### src/rtl/ethhp_pkg.sv
package ethhp_pkg;

  localparam int POS_W      = 17;
  localparam int N_W        = POS_W + 1;
  localparam int NUM_PREFIX = 7;
  localparam int CFG_IDX_W  = 1;
  localparam int CFG_DATA_W = 16;

  localparam logic [CFG_IDX_W-1:0] CFG_ETHERTYPE = 1'd0;
  localparam logic [CFG_IDX_W-1:0] CFG_PROTOCOL  = 1'd1;

  localparam logic [15:0] ETHERTYPE_RESET = 16'h0800;
  localparam logic [7:0]  PROTOCOL_RESET  = 8'd6;

  typedef enum logic [2:0] {
    ST_ACCEPTED  = 3'd0,
    ST_NOT_IPV4  = 3'd1,
    ST_NOT_TCP   = 3'd2,
    ST_MALFORMED = 3'd3,
    ST_TRUNCATED = 3'd4
  } status_t;

  typedef struct packed {
    logic [7:0] data_byte;
    logic       last_byte;
  } in_item_t;

  typedef struct packed {
    logic [2:0]  status;
    logic [47:0] dest_mac;
    logic [47:0] source_mac;
    logic [31:0] source_ip;
    logic [31:0] dest_ip;
    logic [15:0] source_port;
    logic [15:0] dest_port;
    logic [5:0]  ip_hdr_bytes;
    logic [5:0]  tcp_hdr_bytes;
    logic [15:0] payload_bytes;
    logic        http_message;
  } out_item_t;

  // Prefix text, left aligned, first character in the top byte
  function automatic logic [7:0] prefix_char(input logic [2:0] idx, input logic [2:0] k);
    logic [63:0] word;
    case (idx)
      3'd0:    word = {"GET ", 32'h0};
      3'd1:    word = {"POST ", 24'h0};
      3'd2:    word = {"HEAD ", 24'h0};
      3'd3:    word = {"PUT ", 32'h0};
      3'd4:    word = {"DELETE ", 8'h0};
      3'd5:    word = "OPTIONS ";
      3'd6:    word = {"HTTP/", 24'h0};
      default: word = 64'h0;
    endcase
    return word[{~k, 3'b000} +: 8];
  endfunction

  function automatic logic [3:0] prefix_len(input logic [2:0] idx);
    logic [3:0] len;
    case (idx)
      3'd0:    len = 4'd4;
      3'd1:    len = 4'd5;
      3'd2:    len = 4'd5;
      3'd3:    len = 4'd4;
      3'd4:    len = 4'd7;
      3'd5:    len = 4'd8;
      3'd6:    len = 4'd5;
      default: len = 4'd8;
    endcase
    return len;
  endfunction

endpackage

### src/rtl/eth_ipv4_tcp_http_header_parser_unit.sv
// A frame's result enters a result slot when its last byte transfers. Throughput: one byte
// per cycle while in_stall is low; the capture registers update on every input transfer.
// Two result slots (output register plus skid register) let input continue while a
// result waits; in_stall rises only when both slots hold results.
// Reset (rst_n, synchronous, active low) clears all frame state and both result slots,
// and loads ethertype 0x0800 and protocol 6 into the match registers.
module eth_ipv4_tcp_http_header_parser_unit
  import ethhp_pkg::*;
(
  input  logic                  clk,
  input  logic                  rst_n,
  input  logic                  in_valid,
  output logic                  in_stall,
  input  in_item_t              in_data,
  output logic                  out_valid,
  input  logic                  out_stall,
  output out_item_t             out_data,
  input  logic                  cfg_we,
  input  logic [CFG_IDX_W-1:0]  cfg_index,
  input  logic [CFG_DATA_W-1:0] cfg_wdata
);

  logic      in_xfer;
  logic      out_xfer;
  logic      res_valid;
  out_item_t res;

  logic      out_valid_r;
  out_item_t out_data_r;
  logic      skid_valid_r;
  out_item_t skid_data_r;

  // Stall input only when the skid slot is occupied; no combinational path from out_stall
  assign in_stall  = skid_valid_r;
  assign in_xfer   = in_valid && !in_stall;
  assign res_valid = in_xfer && in_data.last_byte;
  assign out_xfer  = out_valid_r && !out_stall;

  assign out_valid = out_valid_r;
  assign out_data  = out_data_r;

  // Byte-position capture and frame verdict
  ethhp_capture u_capture (
    .clk       (clk),
    .rst_n     (rst_n),
    .take      (in_xfer),
    .item      (in_data),
    .cfg_we    (cfg_we),
    .cfg_index (cfg_index),
    .cfg_wdata (cfg_wdata),
    .res       (res)
  );

  // Output register with a skid slot behind it
  always_ff @(posedge clk) begin
    if (!rst_n) begin
      out_valid_r  <= 1'b0;
      skid_valid_r <= 1'b0;
    end else if (out_xfer || !out_valid_r) begin
      // Output slot frees up: advance the skid entry first, else the new result
      if (skid_valid_r) begin
        out_valid_r  <= 1'b1;
        out_data_r   <= skid_data_r;
        skid_valid_r <= 1'b0;
      end else begin
        out_valid_r <= res_valid;
        if (res_valid) begin
          out_data_r <= res;
        end
      end
    end else if (res_valid) begin
      // Output held by the consumer: park the new result
      skid_valid_r <= 1'b1;
      skid_data_r  <= res;
    end
  end

  a_skid_behind_out: assert property (@(posedge clk) disable iff (!rst_n)
    skid_valid_r |-> out_valid_r)
    else $error("skid slot full while output slot empty");

  a_result_presented: assert property (@(posedge clk) disable iff (!rst_n)
    res_valid |=> out_valid_r)
    else $error("last byte transfer did not produce a pending result");

  a_status_code: assert property (@(posedge clk) disable iff (!rst_n)
    out_valid_r |-> out_data_r.status <= ST_TRUNCATED)
    else $error("result status outside the defined codes");

  a_http_only_accepted: assert property (@(posedge clk) disable iff (!rst_n)
    (out_valid_r && out_data_r.http_message) |->
      (out_data_r.status == ST_ACCEPTED && out_data_r.payload_bytes >= 16'd4))
    else $error("http flag set on a frame that cannot hold a prefix");

endmodule

### src/rtl/ethhp_capture.sv
module ethhp_capture
  import ethhp_pkg::*;
(
  input  logic                  clk,
  input  logic                  rst_n,
  input  logic                  take,
  input  in_item_t              item,
  input  logic                  cfg_we,
  input  logic [CFG_IDX_W-1:0]  cfg_index,
  input  logic [CFG_DATA_W-1:0] cfg_wdata,
  output out_item_t             res
);

  localparam logic [POS_W-1:0] POS_MAX     = {POS_W{1'b1}};
  localparam logic [POS_W-1:0] TCP_EARLIEST = POS_W'(34);

  logic [15:0]           ethertype_cfg_r;
  logic [7:0]            protocol_cfg_r;

  logic [POS_W-1:0]      pos_r;
  logic [47:0]           dmac_r, dmac_nxt;
  logic [47:0]           smac_r, smac_nxt;
  logic [15:0]           etype_r, etype_nxt;
  logic [3:0]            ihl_r, ihl_nxt;
  logic [15:0]           iplen_r, iplen_nxt;
  logic [7:0]            proto_r, proto_nxt;
  logic [31:0]           sip_r, sip_nxt;
  logic [31:0]           dip_r, dip_nxt;
  logic [3:0]            doff_r, doff_nxt;
  logic [15:0]           sport_r, sport_nxt;
  logic [15:0]           dport_r, dport_nxt;
  logic [NUM_PREFIX-1:0] cand_r, cand_nxt;
  logic [POS_W-1:0]      pos_nxt;

  logic [7:0]            b;
  logic [6:0]            t_cur;
  logic [POS_W-1:0]      t_pos;
  logic [7:0]            p_cur;
  logic [POS_W-1:0]      p_pos;
  logic [POS_W-1:0]      k_diff;

  logic [5:0]            ip_b, tcp_b;
  logic [6:0]            t_n;
  logic [7:0]            p_n;
  logic [N_W-1:0]        n;
  logic [N_W-1:0]        avail;
  logic [17:0]           pay;
  logic [15:0]           pay_out;
  logic                  http;

  assign b = item.data_byte;

  // Field capture for the current byte, selected by its position
  always_comb begin
    dmac_nxt  = dmac_r;
    smac_nxt  = smac_r;
    etype_nxt = etype_r;
    ihl_nxt   = ihl_r;
    iplen_nxt = iplen_r;
    proto_nxt = proto_r;
    sip_nxt   = sip_r;
    dip_nxt   = dip_r;
    doff_nxt  = doff_r;
    sport_nxt = sport_r;
    dport_nxt = dport_r;
    cand_nxt  = cand_r;

    t_cur  = 7'd14 + {1'b0, ihl_r, 2'b00};
    t_pos  = POS_W'(t_cur);
    p_cur  = {1'b0, t_cur} + {2'b00, doff_r, 2'b00};
    p_pos  = POS_W'(p_cur);
    k_diff = pos_r - p_pos;

    if (pos_r < POS_W'(6)) begin
      dmac_nxt = {dmac_r[39:0], b};
    end else if (pos_r < POS_W'(12)) begin
      smac_nxt = {smac_r[39:0], b};
    end else if (pos_r < POS_W'(14)) begin
      etype_nxt = {etype_r[7:0], b};
    end else if (pos_r == POS_W'(14)) begin
      ihl_nxt = b[3:0];
    end else if (pos_r == POS_W'(16) || pos_r == POS_W'(17)) begin
      iplen_nxt = {iplen_r[7:0], b};
    end else if (pos_r == POS_W'(23)) begin
      proto_nxt = b;
    end else if (pos_r >= POS_W'(26) && pos_r < POS_W'(30)) begin
      sip_nxt = {sip_r[23:0], b};
    end else if (pos_r >= POS_W'(30) && pos_r < TCP_EARLIEST) begin
      dip_nxt = {dip_r[23:0], b};
    end

    if (pos_r >= TCP_EARLIEST) begin
      if (pos_r == t_pos || pos_r == t_pos + POS_W'(1)) begin
        sport_nxt = {sport_r[7:0], b};
      end else if (pos_r == t_pos + POS_W'(2) || pos_r == t_pos + POS_W'(3)) begin
        dport_nxt = {dport_r[7:0], b};
      end else if (pos_r == t_pos + POS_W'(12)) begin
        doff_nxt = b[7:4];
      end
      // Drop prefixes that disagree within the first eight payload bytes
      if (pos_r > t_pos + POS_W'(12) && pos_r >= p_pos && k_diff < POS_W'(8)) begin
        for (int i = 0; i < NUM_PREFIX; i++) begin
          if ({1'b0, k_diff[2:0]} < prefix_len(3'(i)) &&
              b != prefix_char(3'(i), k_diff[2:0])) begin
            cand_nxt[i] = 1'b0;
          end
        end
      end
    end

    pos_nxt = (pos_r < POS_MAX) ? pos_r + POS_W'(1) : pos_r;
  end

  // Frame verdict, taken from the stores as updated by the final byte
  always_comb begin
    ip_b    = {ihl_nxt, 2'b00};
    tcp_b   = {doff_nxt, 2'b00};
    t_n     = 7'd14 + {1'b0, ip_b};
    p_n     = {1'b0, t_n} + {2'b00, tcp_b};
    n       = {1'b0, pos_r} + N_W'(1);
    avail   = n - N_W'(p_n);
    pay     = {2'b00, iplen_nxt} - 18'(ip_b) - 18'(tcp_b);
    pay_out = 16'h0;
    http    = 1'b0;

    res = '0;
    if (n < N_W'(14)) begin
      res.status = ST_TRUNCATED;
    end else if (etype_nxt != ethertype_cfg_r) begin
      res.status = ST_NOT_IPV4;
    end else if (n < N_W'(24)) begin
      res.status = ST_TRUNCATED;
    end else if (proto_nxt != protocol_cfg_r) begin
      res.status = ST_NOT_TCP;
    end else if (ip_b < 6'd20) begin
      res.status = ST_MALFORMED;
    end else if (n < N_W'(t_n) + N_W'(13)) begin
      res.status = ST_TRUNCATED;
    end else if (tcp_b < 6'd20) begin
      res.status = ST_MALFORMED;
    end else if (pay[17]) begin
      res.status = ST_MALFORMED;
    end else if (n < N_W'(p_n)) begin
      res.status = ST_TRUNCATED;
    end else begin
      res.status = ST_ACCEPTED;
      pay_out    = pay[15:0];
      for (int i = 0; i < NUM_PREFIX; i++) begin
        if (cand_nxt[i] && 16'(prefix_len(3'(i))) <= pay_out &&
            N_W'(prefix_len(3'(i))) <= avail) begin
          http = 1'b1;
        end
      end
    end

    res.dest_mac      = dmac_nxt;
    res.source_mac    = smac_nxt;
    res.source_ip     = sip_nxt;
    res.dest_ip       = dip_nxt;
    res.source_port   = sport_nxt;
    res.dest_port     = dport_nxt;
    res.ip_hdr_bytes  = ip_b;
    res.tcp_hdr_bytes = tcp_b;
    res.payload_bytes = pay_out;
    res.http_message  = http;
  end

  always_ff @(posedge clk) begin
    if (!rst_n) begin
      ethertype_cfg_r <= ETHERTYPE_RESET;
      protocol_cfg_r  <= PROTOCOL_RESET;
    end else if (cfg_we) begin
      case (cfg_index)
        CFG_ETHERTYPE: ethertype_cfg_r <= cfg_wdata;
        CFG_PROTOCOL:  protocol_cfg_r  <= cfg_wdata[7:0];
        default:       ;
      endcase
    end
  end

  always_ff @(posedge clk) begin
    if (!rst_n || (take && item.last_byte)) begin
      pos_r   <= '0;
      dmac_r  <= '0;
      smac_r  <= '0;
      etype_r <= '0;
      ihl_r   <= '0;
      iplen_r <= '0;
      proto_r <= '0;
      sip_r   <= '0;
      dip_r   <= '0;
      doff_r  <= '0;
      sport_r <= '0;
      dport_r <= '0;
      cand_r  <= '1;
    end else if (take) begin
      pos_r   <= pos_nxt;
      dmac_r  <= dmac_nxt;
      smac_r  <= smac_nxt;
      etype_r <= etype_nxt;
      ihl_r   <= ihl_nxt;
      iplen_r <= iplen_nxt;
      proto_r <= proto_nxt;
      sip_r   <= sip_nxt;
      dip_r   <= dip_nxt;
      doff_r  <= doff_nxt;
      sport_r <= sport_nxt;
      dport_r <= dport_nxt;
      cand_r  <= cand_nxt;
    end
  end

endmodule

### config.mk
export PLATFORM = sky130hd
export DESIGN_NAME = eth_ipv4_tcp_http_header_parser_unit
export DESIGN_NICKNAME = d
export VERILOG_FILES = /design/src/rtl/ethhp_pkg.sv /design/src/rtl/eth_ipv4_tcp_http_header_parser_unit.sv /design/src/rtl/ethhp_capture.sv
export SDC_FILE = /design/constraint.sdc
export NUM_CORES = 1
export LEC_CHECK = 0
export BUFFER_PORTS_ARGS = -buffer_cell sky130_fd_sc_hd__buf_2
export CAP_MARGIN = 20
export CORE_MARGIN = 8
export CORE_UTILIZATION = 60
export CTS_CLUSTER_SIZE = 28
export DETAILED_ROUTE_END_ITERATION = 6
export GPL_ROUTABILITY_DRIVEN = 0
export PLACE_DENSITY = 0.8
export SLEW_MARGIN = 20
export SYNTH_ARGS = -nofsm -noshare
export SYNTH_HDL_FRONTEND = slang
export SYNTH_SLANG_ARGS = --single-unit
### constraint.sdc
create_clock -name clk -period 14.6 [get_ports clk]
set_input_delay 0 -clock clk [delete_from_list [all_inputs] [get_ports clk]]
set_output_delay 0 -clock clk [all_outputs]
set_load 0.01 [all_outputs]
==> flow_metrics.env <==
export IMPL_hp_start="cfg_wdata[6]"
export IMPL_r2r_start="u_capture.ihl_r[0]"
export IMPL_async_flop_share_pct=0
export IMPL_cts_root_buffer="clkbuf_16"
export IMPL_hold_path_class="in -> reg"
export IMPL_synth_top_cell_area_share_pct=39.1
export IMPL_drc_errors=30
export IMPL_hold_path_end="u_capture.ethertype_cfg_r[6]"
export IMPL_cts_tree="done"
export IMPL_syn_inst=3075
export IMPL_power_per_cell_area_mw_per_mm2=120
export IMPL_die_area_mm2=0.0641
export IMPL_yosysTopAreaCell="edfxtp_1"
export IMPL_viasPerCell=6.11
export IMPL_cts_path_max_buffers=3
export IMPL_grt_pass1_vias=24600
export IMPL_r2r_end="out_data[0]"
export IMPL_avgSynthCellArea_um2=11.0
export IMPL_synth_distinct_cells=80
export IMPL_finalCritPeriodShare_pct=54.3
export IMPL_wire_per_inst_um=21.2
export IMPL_dr_pass1_iters=7
export IMPL_maxCapViolations=0
export IMPL_grt_overflow_total=0
export IMPL_ant_nets=0
export IMPL_grt_use_total_pct=26.3
export IMPL_antennaDiodeCount=0
export IMPL_finClkSkew_ns=0.0141
export IMPL_fill_cells=3832
export IMPL_layout_nets=3373
export IMPL_syn2layout_area_growth_pct=13.8
export IMPL_drive_above_1_share_pct=23.8
export IMPL_hold_path_cell_count=4
export IMPL_initial_core_util_pct=60.3
export IMPL_chipWidth_um=253
export IMPL_ys_seq_area_share_pct=56.3
export IMPL_peakVddDrop_v=0.0000762
export IMPL_setup_tns_ns=0
export IMPL_cts_made_buffers=74
export IMPL_end_kind="flip-flop"
export IMPL_cts_clk_slew_worst_paths_ns=0.06
export IMPL_rsz0062_at_grt="no"
export IMPL_cp_required_ns=14.94
export IMPL_holdWs_ns=0.221
export IMPL_reg2reg_depth=27
export IMPL_io_pin_count=257
export IMPL_rows=87
export IMPL_maxSlewHeadroom_pct=25.0
export IMPL_dp_slack_ns=6.89
export IMPL_max_slew_worst_pin_slew_ns=1.13
export IMPL_hpwl_um=54900
export IMPL_p_total_mw=4.61
export IMPL_grt_pass1_wl_um=136000
export IMPL_status="complete, but fails checks"
export IMPL_ff_latch_area_mm2=0.0190
export IMPL_startpoint_type="flip-flop"
export IMPL_fin_util_pct=68.6
export IMPL_p_leak_nw=14.9
export IMPL_synth_edf_count=440
export IMPL_coreArea_mm2=0.0561
export IMPL_drt_wl_total_um=87100
export IMPL_final_area_mm2=0.0385
export IMPL_path_max_fanout=6
export IMPL_ys_dominant_reg_cell="edfxtp_1"
export IMPL_vias=25100
export IMPL_grt_max_degree=93
export IMPL_setup_violations=0
export IMPL_synth_area_leaders="edfxtp_1, dfxtp_1, mux2_2"
export IMPL_fin_crit_ns=7.93
export IMPL_synth_seq_cells=730
export IMPL_critPathKind="reg -> reg"
export IMPL_drtIter0Drc=2517
export IMPL_antenna_found_initial=1
export IMPL_yosys_warnings=0
export IMPL_setup_ws_ns=6.67
export IMPL_die_y_um=253
export IMPL_placedCellCount=3905
export IMPL_reg2reg_slack_ns=6.67
export IMPL_instances_no_fill=4102
export IMPL_cts_setup_buffers=0
export IMPL_critPathArrivalTime_ns=8.27
export IMPL_place_area_mm2=0.0354
export IMPL_hold_violations=0
export IMPL_clock_latency_ns=0.62
export IMPL_place_port_buffers=252
export IMPL_fmax_mhz=126
export IMPL_cts_sinks=730
export IMPL_failed_checks="design-rule violations"
export IMPL_maxSlewViolCount=0
export IMPL_h_tree_depth=3
export IMPL_syn_area_mm2=0.0338
export IMPL_multi_input_area_mm2=0.0137
state kept, by name, indices dropped and copies added, names as in the netlist, 4 cells and up:
register,flops
u_capture.proto_r,8
u_capture.cand_r,7
u_capture.dport_r,16
u_capture.dmac_r,48
u_capture.ethertype_cfg_r,16
u_capture.iplen_r,16
u_capture.etype_r,16
out_data,220
u_capture.ihl_r,4
u_capture.protocol_cfg_r,8
skid_data_r,220
u_capture.sport_r,16
u_capture.smac_r,48
u_capture.doff_r,4
u_capture.sip_r,32
u_capture.pos_r,17
u_capture.dip_r,32
synth_stat cells, drive strengths merged (53+ instances only):
cell type and count:
a21oi 93, clkbuf 164, dfxtp 290, edfxtp 440, inv 59, mux2 357
nand2 250, nor2 493, nor3 238, o21ai 91, xnor2 53, xor2 58
kinds of logic after synthesis:
group                      after synthesis  synth area share [%]
and+or+nand+nor                       1150                  15.3
DFF                                    730                  56.3
muxes                                  386                  12.8
AOI/OAI and AO/OA                      367                  7.23
buffers and inverters                  271                  3.27
xor gates and xnor gates               111                  2.88
adders and majority gates               58                  2.28
other                                    2                0.0222
repair_timing:
| action | CTS | global route |
|---|---|---|
| resized for setup | 0 | 0 |
| hold buffers | 57 | 1 |
| endpoints found under the hold margin | 51 | 13 |
how the worst max path moves through the flow:
stage | startpoint | endpoint | cells after the start
after floorplan | in_stall | out_data[0] | 5
after global placement | u_capture.ihl_r[0] | out_data[0] | 27
after detailed placement | u_capture.ihl_r[0] | out_data[0] | 27
after CTS | u_capture.ihl_r[0] | out_data[0] | 27
after global routing | u_capture.ihl_r[0] | out_data[0] | 27
final | u_capture.ihl_r[0] | out_data[0] | 27
layout by cell type (no fill, tap or decap), types with 13 or more instances in the layout:
cell | synthesis | routed
nand2b_1 | 14 | 13
ha_1 | 52 | 52
clkbuf_1 | 163 | 13
inv_1 | 59 | 59
edfxtp_1 | 440 | 440
nand3_1 | 30 | 30
a21oi_1 | 93 | 93
mux2i_1 | 29 | 29
o31ai_1 | 15 | 14
dlygate4sd3_1 | 0 | 58
buf_4 | 4 | 25
xnor2_1 | 53 | 53
mux2_2 | 357 | 357
a211oi_1 | 23 | 23
o21ai_0 | 91 | 91
nor3_1 | 237 | 236
xor2_1 | 58 | 58
a21o_1 | 13 | 13
nand2_1 | 250 | 248
nand4_1 | 15 | 15
clkbuf_16 | 0 | 76
clkinv_2 | 0 | 18
nor4_1 | 24 | 24
nor2_1 | 493 | 491
buf_2 | 7 | 252
a21boi_0 | 25 | 25
dfxtp_1 | 290 | 289
worst max-delay path, cell delays in order (launching register included):
cell and delay (ns):
dfxtp_1 0.45, inv_1 0.15, ha_1 0.27, xor2_1 0.50
a21oi_1 0.11, xor2_1 0.17, ha_1 0.30, and4b_1 0.21
nand4_1 0.14, a311oi_1 0.82, mux2i_1 0.71, inv_1 0.18
ha_1 0.35, a21o_1 0.16, a21oi_1 0.21, xor2_1 0.18
ha_1 0.29, o21ai_0 0.16, nand2b_1 0.09, a31oi_1 0.46
and4_1 0.34, nand2_1 0.07, a21boi_0 0.36, o21ai_0 0.13
o21ai_0 0.26, o211a_1 0.20, a2bb2oi_1 0.27, o31ai_1 0.10
per-layer routing:
layer  GRT usage, %  vias up  wire length [um]
met3           4.85      269              7020
met5              0        -                13
met4           11.4        2              3580
li1               -    11400                 -
met1           33.5    12200             34400
met2           43.5     1196             42100
final cells by class:
| cell class | instances | area share, % |
|---|---|---|
| multi-input combinational | 2078 | 35.7 |
| tap | 756 | 2.46 |
| inverter | 62 | 0.605 |
| timing repair buffer | 338 | 5.42 |
| clock buffer | 98 | 5.40 |
| sequential | 730 | 49.5 |
| clock inverter | 40 | 0.914 |
power breakdown:
part	switching, mW	leakage [nW]	total [mW]	internal (mW)
sequential	0.0397	6.50	2.28	2.24
clock	0.804	1.20	1.89	1.08
combinational	0.276	7.17	0.447	0.171
Power figures use the tool's default switching activity.
